<file path="src/sv/calclk_pkg.sv">
// Package: word types and constants for the calendar clock.
`default_nettype none

package calclk_pkg;

  localparam int UPTIME_WIDTH = 32;

  localparam logic OP_TICK = 1'b0;
  localparam logic OP_SET  = 1'b1;

  localparam logic [3:0] DIGIT_MAX  = 4'd9;
  localparam logic [5:0] SEC_MAX    = 6'd59;
  localparam logic [5:0] MIN_MAX    = 6'd59;
  localparam logic [4:0] HOUR_MAX   = 5'd23;
  localparam logic [3:0] MONTH_WRAP = 4'd13;
  localparam logic [2:0] WDAY_MAX   = 3'd7;

  localparam logic [3:0] MONTH_FEB = 4'd2;
  localparam logic [3:0] MONTH_APR = 4'd4;
  localparam logic [3:0] MONTH_JUN = 4'd6;
  localparam logic [3:0] MONTH_SEP = 4'd9;
  localparam logic [3:0] MONTH_NOV = 4'd11;

  localparam logic [4:0] DAY_RESET   = 5'd20;
  localparam logic [3:0] MONTH_RESET = 4'd6;

  typedef struct packed {
    logic       opcode;
    logic [7:0] new_year;
    logic [3:0] new_month;
    logic [4:0] new_day;
    logic [4:0] new_hour;
    logic [5:0] new_minute;
    logic [5:0] new_second;
    logic [2:0] new_weekday;
  } req_t;

  typedef struct packed {
    logic [7:0]  year_now;
    logic [3:0]  month_now;
    logic [4:0]  day_now;
    logic [4:0]  hour_now;
    logic [5:0]  minute_now;
    logic [5:0]  second_now;
    logic [9:0]  millis_now;
    logic [2:0]  weekday_now;
    logic [31:0] uptime_seconds;
  } rsp_t;

endpackage

`default_nettype wire

</file>
<file path="src/sv/calendar_clock_tick_top.sv">
// Top level: millisecond-tick calendar clock with set command.
// Each accepted word's result word is registered into rsp, valid the cycle after acceptance.
// Throughput: one word per cycle while rsp is not stalled; the digit counter cascade and the
//   day/month roll logic all settle between the clock state and rsp.
// Reset (rst, synchronous): time 00:00:00.000, day 20, month 6, year offset 0,
//   weekday 0, uptime 0, no result pending.
`default_nettype none

module calendar_clock_tick_top import calclk_pkg::*; (
  input  wire logic clk,
  input  wire logic rst,
  input  wire logic req_valid,
  output logic      req_stall,
  input  wire req_t req,
  output logic      rsp_valid,
  input  wire logic rsp_stall,
  output rsp_t      rsp
);

  // clock state
  logic [3:0]              ms_units, ms_tens, ms_hundreds;
  logic [5:0]              seconds, minutes;
  logic [4:0]              hours;
  logic [4:0]              day_of_month;
  logic [3:0]              month_of_year;
  logic [7:0]              year_offset;
  logic [2:0]              day_of_week;
  logic [UPTIME_WIDTH-1:0] seconds_since_reset;

  logic [3:0]              ms_units_next, ms_tens_next, ms_hundreds_next;
  logic [5:0]              seconds_next, minutes_next;
  logic [4:0]              hours_next;
  logic [4:0]              day_of_month_next;
  logic [3:0]              month_of_year_next;
  logic [7:0]              year_offset_next;
  logic [2:0]              day_of_week_next;
  logic [UPTIME_WIDTH-1:0] seconds_since_reset_next;

  logic accept;
  rsp_t rsp_next;

  // The result register is the only buffer: take a word whenever it is
  // empty or being drained this cycle.
  assign req_stall = rsp_valid && rsp_stall;
  assign accept    = req_valid && !req_stall;

  // Carry cascade. Compares use >= so out-of-range set values roll over.
  logic units_wrap, tens_wrap, sec_tick, sec_wrap, min_wrap, day_tick;

  assign units_wrap = (ms_units >= DIGIT_MAX);
  assign tens_wrap  = units_wrap && (ms_tens >= DIGIT_MAX);
  assign sec_tick   = tens_wrap && (ms_hundreds >= DIGIT_MAX);
  assign sec_wrap   = sec_tick && (seconds >= SEC_MAX);
  assign min_wrap   = sec_wrap && (minutes >= MIN_MAX);
  assign day_tick   = min_wrap && (hours >= HOUR_MAX);

  // Next calendar day: increment, then end-of-month check per month.
  logic [4:0] day_inc;
  logic [3:0] month_inc;
  logic [3:0] month_roll;
  logic [2:0] wday_inc;
  logic       month_end;
  logic       year_wrap;

  always_comb begin
    day_inc = day_of_month + 5'd1;
    priority if (day_inc == 5'd0) begin
      month_end = 1'b1;                       // past day 31 in any month
    end else if (day_inc == 5'd31) begin
      month_end = (month_of_year == MONTH_APR) || (month_of_year == MONTH_JUN) ||
                  (month_of_year == MONTH_SEP) || (month_of_year == MONTH_NOV);
    end else if (day_inc == 5'd30) begin
      month_end = (month_of_year == MONTH_FEB);
    end else if (day_inc == 5'd29) begin
      month_end = (month_of_year == MONTH_FEB) && (year_offset[1:0] != 2'd0);
    end else begin
      month_end = 1'b0;
    end
    month_inc  = month_of_year + 4'd1;
    month_roll = month_end ? month_inc : month_of_year;
    year_wrap  = (month_roll == MONTH_WRAP);
    wday_inc   = day_of_week + 3'd1;
  end

  always_comb begin
    ms_units_next            = ms_units;
    ms_tens_next             = ms_tens;
    ms_hundreds_next         = ms_hundreds;
    seconds_next             = seconds;
    minutes_next             = minutes;
    hours_next               = hours;
    day_of_month_next        = day_of_month;
    month_of_year_next       = month_of_year;
    year_offset_next         = year_offset;
    day_of_week_next         = day_of_week;
    seconds_since_reset_next = seconds_since_reset;

    unique case (req.opcode)
      OP_SET: begin
        // sub-second digits and uptime are left alone
        year_offset_next   = req.new_year;
        month_of_year_next = req.new_month;
        day_of_month_next  = req.new_day;
        hours_next         = req.new_hour;
        minutes_next       = req.new_minute;
        seconds_next       = req.new_second;
        day_of_week_next   = req.new_weekday;
      end
      OP_TICK: begin
        ms_units_next = units_wrap ? 4'd0 : ms_units + 4'd1;
        if (units_wrap) begin
          ms_tens_next = tens_wrap ? 4'd0 : ms_tens + 4'd1;
        end
        if (tens_wrap) begin
          ms_hundreds_next = sec_tick ? 4'd0 : ms_hundreds + 4'd1;
        end
        if (sec_tick) begin
          seconds_since_reset_next = seconds_since_reset + 1'b1;
          seconds_next = sec_wrap ? 6'd0 : seconds + 6'd1;
        end
        if (sec_wrap) begin
          minutes_next = min_wrap ? 6'd0 : minutes + 6'd1;
        end
        if (min_wrap) begin
          hours_next = day_tick ? 5'd0 : hours + 5'd1;
        end
        if (day_tick) begin
          day_of_month_next  = month_end ? 5'd1 : day_inc;
          month_of_year_next = year_wrap ? 4'd1 : month_roll;
          if (year_wrap) begin
            year_offset_next = year_offset + 8'd1;
          end
          // weekday 7 wraps to 0 in three bits, which also maps to 1
          day_of_week_next = (wday_inc == 3'd0 || wday_inc > WDAY_MAX) ? 3'd1 : wday_inc;
        end
      end
      default: begin
      end
    endcase
  end

  // Result word from the updated state.
  always_comb begin
    rsp_next.year_now       = year_offset_next;
    rsp_next.month_now      = month_of_year_next;
    rsp_next.day_now        = day_of_month_next;
    rsp_next.hour_now       = hours_next;
    rsp_next.minute_now     = minutes_next;
    rsp_next.second_now     = seconds_next;
    rsp_next.millis_now     = 10'(ms_hundreds_next) * 10'd100 + 10'(ms_tens_next) * 10'd10
                              + 10'(ms_units_next);
    rsp_next.weekday_now    = day_of_week_next;
    rsp_next.uptime_seconds = 32'(seconds_since_reset_next);
  end

  always_ff @(posedge clk) begin
    if (rst) begin
      ms_units            <= '0;
      ms_tens             <= '0;
      ms_hundreds         <= '0;
      seconds             <= '0;
      minutes             <= '0;
      hours               <= '0;
      day_of_month        <= DAY_RESET;
      month_of_year       <= MONTH_RESET;
      year_offset         <= '0;
      day_of_week         <= '0;
      seconds_since_reset <= '0;
      rsp_valid           <= 1'b0;
    end else begin
      if (accept) begin
        ms_units            <= ms_units_next;
        ms_tens             <= ms_tens_next;
        ms_hundreds         <= ms_hundreds_next;
        seconds             <= seconds_next;
        minutes             <= minutes_next;
        hours               <= hours_next;
        day_of_month        <= day_of_month_next;
        month_of_year       <= month_of_year_next;
        year_offset         <= year_offset_next;
        day_of_week         <= day_of_week_next;
        seconds_since_reset <= seconds_since_reset_next;
        rsp_valid           <= 1'b1;
      end else if (!rsp_stall) begin
        rsp_valid <= 1'b0;
      end
    end
  end

  // payload register, no reset
  always_ff @(posedge clk) begin
    if (accept) begin
      rsp <= rsp_next;
    end
  end

endmodule

`default_nettype wire

</file>
<file path="config.mk">
export PLATFORM = sky130hd
export DESIGN_NAME = calendar_clock_tick_top
export DESIGN_NICKNAME = d
export VERILOG_FILES = /design/src/sv/calclk_pkg.sv /design/src/sv/calendar_clock_tick_top.sv
export SDC_FILE = /design/constraint.sdc
export NUM_CORES = 1
export LEC_CHECK = 0
export BUFFER_PORTS_ARGS = -buffer_cell sky130_fd_sc_hd__buf_2
export CORE_MARGIN = 1
export CORE_UTILIZATION = 30
export DETAILED_ROUTE_END_ITERATION = 10
export PLACE_DENSITY = 0.48
export SYNTH_ARGS = -nofsm -noshare
export SYNTH_HDL_FRONTEND = slang
export SYNTH_SLANG_ARGS = --single-unit
export TNS_END_PERCENT = 100
</file>
<file path="constraint.sdc">
create_clock -name clk -period 8.36 [get_ports clk]
set_input_delay 0.836 -clock clk [delete_from_list [all_inputs] [get_ports clk]]
set_output_delay 0.836 -clock clk [all_outputs]
set_load 0.03 [all_outputs]
</file>
; ---- After elaboration in Yosys (flattened, before gate mapping)
; Cells that the tools add are included.
[word_totals]
regBits = 161
input_bits = 42
out_inout_bits = 81
wordCells = 108
[op_classes]
add_sub_neg = 13
n_mul = 2
order_cmp = 7
n_eq_ne = 10
n_mux = 38
bitwise = 1
reduce_logical = 16
[op_table]
columns = operator, count
row1 = $mux 32, 2
row2 = $mux 4, 11
row3 = $add 32x1->32 const B, 1
row4 = $mux 6, 4
row5 = $pmux 6 s2, 2
row6 = $mux 5, 4
row7 = $pmux 5 s2, 2
row8 = $add 4x1->4 const B, 4
row9 = $mux 8, 2
row10 = $pmux 8 s2, 1
row11 = $eq 5x5->1 const B, 3
row12 = $add 6x1->6 const B, 2
row13 = $eq 4x4->1 const B, 3
row14 = $ge 4x4->1 const B, 3
row15 = $ge 6x6->1 const B, 2
row16 = $add 10x4->10, 1
row17 = $add 10x8->10, 1
row18 = $add 5x1->5 const B, 2
row19 = $add 8x1->8 const B, 1
row20 = $eq 4x3->1 const B, 2
row21 = $logic_and 1x1->1, 8
row22 = $mul 4x5->8 const B, 1
row23 = $pmux 4 s2, 1
row24 = $mul 4x3->7 const B, 1
row25 = 14 further kinds, 23

; ---- Depth between registers and ports, before layout
; Gate-level depths: netlist (run 1).
[logic_depth]
ltp_word = 11
mapped_depth = 19
depth_no_buf = 18

; ---- Least setup slack after synthesis (run 1)
; Ideal clock, no wire load.
[synth_timing]
path_type = input to register
start = input port rsp_stall
end = register rsp[0] in the netlist's numbering (enable)
arrival_time_ns = 3.729
setup_slack_ns = 4.157
path_stages = 5
n_path_buf = 2
cell_sequence = nand2_1 -> nand2_1 -> inv_1 -> clkbuf_1 -> clkbuf_1
[synth_between]
elab_chain_len = 3
[synth_lines]
columns = item, line
row1 = from (decl), calendar_clock_tick_top.sv:16  ; input wire logic rsp_stall,
row2 = $logic_and 1x1->1, calendar_clock_tick_top.sv:44  ; assign req_stall = rsp_valid && rsp_stall;
row3 = $logic_not 1->1, calendar_clock_tick_top.sv:45  ; assign accept = req_valid && !req_stall;
row4 = $logic_and 1x1->1, calendar_clock_tick_top.sv:45
row5 = net accept, calendar_clock_tick_top.sv:39  ; logic accept;
row6 = to (signal assigned), calendar_clock_tick_top.sv:193  ; rsp <= rsp_next;
row7 = to (decl), calendar_clock_tick_top.sv:17  ; output rsp_t rsp
; The timed path passes the listed nets, and every way through them passes these cells.
; A chain may end at the register's enable or synchronous reset.

==> results by group, run 1 <==
Worst setup path
  – Critical path required time: between 8 and 9 ns
  – Critical Path End: rsp[44]
  – Crit path DAT: 4.76 ns
  – Slowest cell on the critical path: nor2_1
  – R2R cell count: 17
  – R2R Path Start: ms_tens[0]
  – Worst setup SP type: register
  – Crit path from: ms_tens[0]
  – Crit path max fanout: 14
  – Worst-path cell chain: inv_1 -> ha_1 -> or3b_2 -> nand2_1 -> nor2_1 -> o21ai_0 -> a21oi_1 -> inv_1 -> ha_1 -> inv_1 -> fa_1 -> inv_1 -> ha_1 -> ha_1 -> nand2_1 -> o21ai_0 -> xnor2_1
  – End of the worst register-to-register path: rsp[44]
  – Crit-path max cell delay: 0.58 ns
  – Slack of the worst reg-to-reg path: 3.79 ns
  – CP Class: reg2reg
  – Setup crit end kind: register

Power and ir drop
  – Total power: about 1.9 mW
  – Power per cell area: 183 nW/um^2
  – VDD IR max: 0.127 mV
  – Leakage power: 4.11 nW

CTS
  – CTS Buf Count: 17
  – Maximum clock insertion buffer count: 2
  – CTS tree: done
  – Clock Pin Slew Worst Setup and Hold Paths: 0.07 ns
  – Post_cts resized: 0
  – # Post-CTS Setup Buffers: 0
  – Clock Latency Late Sink: 0.44 ns
  – Clock sinks: roughly 160
  – Hold buffers post-CTS: 0
  – Htree depth: 4
  – Clk Tree Root Cell: clkbuf_16

Timing
  – Slew Viols, Final: 0
  – Final TNS setup: 0 ns
  – Tcrit/Tclk final: a little over half
  – Hold Fails Final Rpt: 0
  – Final setup fails: 0
  – Worst-Margin Slew: 0.880 ns
  – Achievable Freq: 219 MHz
  – Final WS setup: 3.79 ns
  – Minimum hold slack: 0.489 ns
  – Slew headroom: 39.6%
  – RSZ-0062 raised after global routing: no
  – Fin crit period: 4.57 ns
  – Layout Skew: 0.0163 ns

Die
  – Die H: 175 um
  – Total I/O pin count: 123
  – Die X: between 150 and 200 um
  – Initial core utilization: 30.9%
  – Die area: 30500 sq um
  – Standard-cell row count: 62
  – Core area: slightly below 30000 sq um

Place
  – Dpl hpwl: 14900 um
  – GP Congestion: 0.774
  – Port Buffers: 122
  – Post-place setup slack: 3.78 ns

Global route
  – Met2 usage: 22.8%
  – Grt ovf: 0
  – Global Route met3 Usage: ~2.5%
  – Vias in the first global route: 6912
  – Gr usage total: 15.0%
  – Global-route wire length before repair: 36600 um
  – GR peak layer: met2
  – Largest net degree at the start of global routing: approximately 70
  – Initial antenna violation count: 0
  – Met1 track demand over resource: 21.7%

Synth
  – Main area contributors after synthesis: edfxtp_1 26%, dfxtp_1 18%, ha_1 6.8%
  – Area share of the largest cell type after synthesis: between 20% and 30%
  – Warnings from Yosys: 0
  – Post-synth top flop: dfxtp_1
  – Synth Register Bits: about 160
  – Mean Syn Cell Area: 9.27 sq um
  – Post-Synthesis Cells: ~970
  – Async SR Flop Fraction: 0%
  – Number of synthesized flops with an enable pin: 79
  – Cell taking the most area after synthesis: edfxtp_1
  – Syn_nets: about 1100
  – Sequential area share after synthesis: 44.8%
  – Mapped Area: just under 9000 sq um
  – Synth unique cells: 72

Layout
  – Share of layout cells above drive strength 1: 17.2%
  – Filler cells: 3024
  – Area of all sequential standard cells: 4010 sq um
  – Area of the multi-input gates: between 4000 and 5000 sq um
  – Final net count: 1161
  – Ant diodes: 0
  – P&R area growth vs syn: 17.2%

Drt
  – Drt wl/cell: 15.4 um
  – DRC: 0
  – Routed Antenna Nets: 0
  – DR pass1 iterations: 4
  – Iteration-0 DRC Markers: roughly 440
  – WL final: 22500 um
  – Vias: around 7200
  – Vias/cell: 4.92

Flow run
  – MaxCap Viol Count: 0

Min path
  – Worst Hold Class: reg2reg
  – Hold Startpoint: day_of_week[2]

Status
  – Status: completed
critical path, delay by kind of cell, from the launching register on:
kind | cells | cell delay, ns
XOR/XNOR | 1 | 0.09
buffers and inverters | 4 | 0.31
flip-flops | 1 | 0.45
AO/OA/AOI/OAI | 3 | 0.71
adder cells (fa/ha/maj) | 5 | 1.64
AND/OR/NAND/NOR | 4 | 1.14
placed cells by master, fill, tap and decap left out, types with 17 or more instances in the layout:
cell type,instances
buf_2,122
nand2_1,121
nor2_1,101
dfxtp_1,82
edfxtp_1,79
a21oi_1,56
ha_1,49
xnor2_1,42
nand3_1,40
inv_1,38
xor2_1,36
o21ai_0,34
nor3_1,24
clkbuf_16,17
worst min-delay path by stage:
stage	cells after the start	to	slack [ns]
2_1_floorplan	2	day_of_week[2]	0.46
3_3_place_gp	2	day_of_week[2]	0.48
3_5_place_dp	2	day_of_week[2]	0.48
4_1_cts	2	day_of_week[2]	0.49
5_1_grt	2	seconds[1]	0.53
6_report	2	day_of_week[2]	0.49
layout make-up:
cell class                      instances  area share [%]
Clock inverter                         14            1.40
Inverter                               39            1.42
Sequential cell                       161            38.3
Timing Repair Buffer                  129            6.32
Tap cell                              384            4.58
Multi-Input combinational cell        718            43.8
Clock buffer                           18            4.19
flip-flops by register name (all words and copies together) (netlist names):
| name | count |
|---|---|
| day_of_month | 5 |
| day_of_week | 3 |
| hours | 5 |
| minutes | 6 |
| month_of_year | 4 |
| ms_hundreds | 4 |
| ms_tens | 4 |
| ms_units | 4 |
| rsp | 79 |
| rsp_valid | 1 |
| seconds | 6 |
| seconds_since_reset | 32 |
| year_offset | 8 |
stage by stage:
step	area, sq um	utilization [%]	instances
6_report	10500	36.2	1463
5_1_grt	10500	36.2	1463
4_1_cts	10500	36.2	1463
3_5_place_dp	9900	34.1	1431
3_3_place_gp	9900	34.1	1431
2_1_floorplan	8950	-	966
layer usage:
metal	routed length, um	vias up
li1	-	3649
met1	11700	3402
met2	9850	132
met3	676	19
met4	242	0
met5	0	-
cell families after synthesis:
logic type,share of synthesized area (%)
and+or+nand+nor,20.8
buffers and inverters,3.83
xor gates and xnor gates,7.63
adders and majority gates,7.74
DFF,44.8
AOI/OAI and AO/OA,13.8
muxes,1.30
synthesized netlist by cell type (all sizes together) (27+ instances only):
library cell,instances
nor3,27
xor2,36
inv,39
nand2,123
nor2,102
dfxtp,82
o21ai,36
nand3,40
clkbuf,36
ha,49
edfxtp,79
a21oi,56
xnor2,42
where the power goes:
group,switching [mW],internal (mW)
combinational,0.154,0.0698
clock,0.361,0.429
sequential,0.0302,0.871
Power figures use the tool's default switching activity.
==> run 2: changes to the inputs <==
--- a/config.mk
+++ b/config.mk
@@ -5,6 +5,7 @@
 export SDC_FILE = /design/constraint.sdc
 export NUM_CORES = 1
 export LEC_CHECK = 0
+export ABC_AREA = 1
 export BUFFER_PORTS_ARGS = -buffer_cell sky130_fd_sc_hd__buf_2
 export CORE_MARGIN = 1
 export CORE_UTILIZATION = 30
==> constraint.sdc (replaced) <==
create_clock -name clk -period 4.6 [get_ports clk]
set_input_delay 0.46 -clock clk [delete_from_list [all_inputs] [get_ports clk]]
set_output_delay 0.46 -clock clk [all_outputs]
set_load 0.03 [all_outputs]
==> results by group, run 2 <==
Global route
  – Global-route wire length before repair: 35600 um (-2.8%)
  – Largest net degree at the start of global routing: 86 (+19%)
  – Grt ovf: 0 (unchanged)
  – Vias in the first global route: 6724 (-2.7%)
  – Gr usage total: 15.0% (-0.051 points)
  – Initial antenna violation count: 1 (+1)

Layout
  – Commonest non-fill, non-tap cell in the layout: inv_1
  – Final net count: 1242 (+7.0%)
  – Max FFs per register: 79 (unchanged)
  – Layout Utilization: 36.3% (+0.13 points)
  – Largest regs: rsp: 79 flops, seconds_since_reset: 32 flops, year_offset: 8 flops
  – Most frequent cells in the layout: 182 x inv_1, 146 x nand2_1, 122 x buf_2
  – Filler cells: 3063 (+1.3%)
  – Share of layout cells above drive strength 1: 19.0% (+1.7 points)
  – Area of the multi-input gates: 3970 sq um (-14%)
  – P&R area growth vs syn: 18.5%
  – Reg with most FFs: rsp
  – Area of all sequential standard cells: 4010 sq um (unchanged)

Worst setup path
  – Setup crit end kind: register
  – Worst setup SP type: register
  – WP buf/inv: 5 (+1)
  – Worst-path cell chain: inv_1 -> ha_1 -> nand2_1 -> nand2_2 -> nor2_2 -> inv_1 -> nor2_2 -> nand2_1 -> a21oi_1 -> ha_1 -> ha_1 -> inv_1 -> fa_1 -> inv_1 -> ha_1 -> ha_1 -> inv_1 -> nor2_1 -> nor2_1 -> nor2_1 -> nor2_1 -> xor2_1
  – Crit-path max cell delay: 0.40 ns (-0.18 ns)
  – Slowest cell on the critical path: fa_1
  – Crit path max fanout: 8 (-6)
  – Critical path required time: 4.76 ns (-3.78 ns)
  – Crit path DAT: 4.26 ns (-0.50 ns)
  – CP top delay family: adder cells
  – CP Class: reg2reg

Timing
  – Final TNS setup: 0 ns (unchanged)
  – Fin crit period: 4.09 ns (-0.479 ns)
  – Achievable Freq: 244 MHz (+12%)
  – Tcrit/Tclk final: 89.0% (+34 points)
  – Final setup fails: 0 (unchanged)
  – Layout Skew: 0.0214 ns (+0.00508 ns)
  – Minimum hold slack: 0.312 ns (-0.176 ns)
  – Slew Viols, Final: 0 (unchanged)
  – Worst-Margin Slew: 0.820 ns (-0.0601 ns)
  – RSZ-0062 raised after global routing: no
  – Hold Fails Final Rpt: 0 (unchanged)
  – Slew headroom: 45.3% (+5.7 points)

Drt
  – Iteration-0 DRC Markers: 333 (-25%)
  – Drt wl/cell: 14.1 um (-8.1%)
  – DR pass1 iterations: 4 (unchanged)
  – Vias: 6979 (-3.1%)
  – Vias/cell: 4.52 (-8.2%)
  – WL final: 21900 um (-2.9%)
  – Routed Antenna Nets: 0 (unchanged)
  – DRC: 0 (unchanged)

Place
  – Port Buffers: 122 (unchanged)
  – GP Congestion: 0.807 (+4.2%)
  – Dpl hpwl: 15200 um (+1.9%)

Power and ir drop
  – Leakage power: 4.95 nW (+20%)
  – VDD IR max: 0.224 mV (+76%)
  – Power per cell area: 366 nW/um^2 (+100%)

Synth
  – Post-synth top flop: dfxtp_1
  – Cell taking the most area after synthesis: edfxtp_1
  – Count leader, synth: inv_1
  – Most common library cells after synthesis: 183 x inv_1, 146 x nand2_1, 90 x a21oi_1
  – Synth Register Bits: 161 (unchanged)
  – Area share of the largest cell type after synthesis: 26.8% (+0.34 points)
  – Main area contributors after synthesis: edfxtp_1 27%, dfxtp_1 19%, inv_1 7.8%
  – Sequential area share after synthesis: 45.4% (+0.57 points)
  – Warnings from Yosys: 0 (unchanged)
  – Mean Syn Cell Area: 8.56 sq um (-7.7%)
  – Async SR Flop Fraction: 0% (unchanged)
  – Synth unique cells: 52 (-28%)
  – Syn_nets: 1128 (+6.3%)
  – Post-Synthesis Cells: 1033 (+6.9%)
  – Number of synthesized flops with an enable pin: 79 (unchanged)
  – Mapped Area: 8840 sq um (-1.3%)

CTS
  – Maximum clock insertion buffer count: 2 (unchanged)
  – # Post-CTS Setup Buffers: 0 (unchanged)
  – Clock Latency Late Sink: 0.43 ns (about the same)
  – Clk Tree Root Cell: clkbuf_16
  – Htree depth: 4 (unchanged)
  – Clock sinks: 161 (unchanged)
  – CTS tree: done
  – CTS Buf Count: 17 (unchanged)
  – Hold buffers post-CTS: 0 (unchanged)
  – Clock Pin Slew Worst Setup and Hold Paths: 0.07 ns (about the same)

Die
  – Core area: 28900 sq um (-0.53%)
  – Standard-cell row count: 62 (unchanged)
  – Die X: 174 um (-0.62%)
  – Initial core utilization: 30.6% (-0.22 points)
  – Die area: 30200 sq um (-1.2%)
  – Total I/O pin count: 123 (unchanged)
  – Die H: 174 um (-0.62%)

Flow run
  – MaxCap Viol Count: 0 (unchanged)

Status
  – Status: completed

Min path
  – Worst Hold Class: in2reg
[run 2: power by group]
group | total, mW | switching (mW) | internal, mW
registers | 1.70 | 0.0649 | 1.64
clock network | 1.50 | 0.614 | 0.890
logic | 0.624 | 0.430 | 0.194
[run 2: layout make-up]
type / count / area share, %
multi-input cells: 645 / 37.9
well taps: 384 / 4.59
flip-flops and latches: 161 / 38.3
clock buffers: 21 / 4.40
repair buffers: 130 / 6.40
clock inverters: 11 / 1.46
diodes: 1 / 0.0239
inverters: 192 / 6.93
[run 2: per-stage QoR]
step	std cells	power, mW	cell area, sq um	setup WS, ns
after floorplan	1033	2.18	8840	0.746
after global placement	1512	2.36	9850	0.448
after detailed placement	1512	2.37	9850	0.307
after CTS	1544	3.89	10500	0.302
after global routing	1544	4.03	10500	0.0541
final	1545	3.83	10500	0.505
[run 2: repair_timing]
action	4_1_cts	5_1_grt
setup endpoints to repair	0	2
endpoints found under the hold margin	0	0
resized for setup	0	3
[run 2: worst paths after layout]
check	start	slack (ns)	end	cells past startpoint
setup / recovery	ms_units[0]	0.51	rsp[44]	22
hold reg to reg	rsp_valid	0.49	rsp_valid	2
hold / removal	rsp_stall	0.31	rsp_valid	3
setup reg to reg	ms_units[0]	0.51	rsp[44]	22
[run 2: worst reg2reg max path, delay by kind of cell (launching register included)]
| kind | cells | cell delay, ns |
|---|---|---|
| adders and majority gates | 6 | 1.62 |
| and+or+nand+nor | 9 | 0.96 |
| buffers and inverters | 5 | 0.42 |
| DFF | 1 | 0.36 |
| AOI/OAI and AO/OA | 1 | 0.35 |
| xor gates and xnor gates | 1 | 0.13 |
[run 2: per-layer routing]
layer / wire length [um] / part of all wire [%] / global-route usage, %
met2: 9580 / 44 / 23.4
met1: 11100 / 51 / 20.5
met5: 0 / 0 / 0
met4: 264 / 1.2 / 4.24
met3: 908 / 4.2 / 3.49
[run 2: kinds of logic (layout without fill, tap and decap cells)]
kind of cell               count (synthesis)  in the layout  synth area share, %
and+or+nand+nor                          333            333                 18.7
DFF                                      161            161                 45.4
xor gates and xnor gates                  49             49                 4.94
other                                      0              1                    0
buffers and inverters                    227            354                 9.92
adders and majority gates                 53             53                 7.84
AOI/OAI and AO/OA                        210            210                 13.2
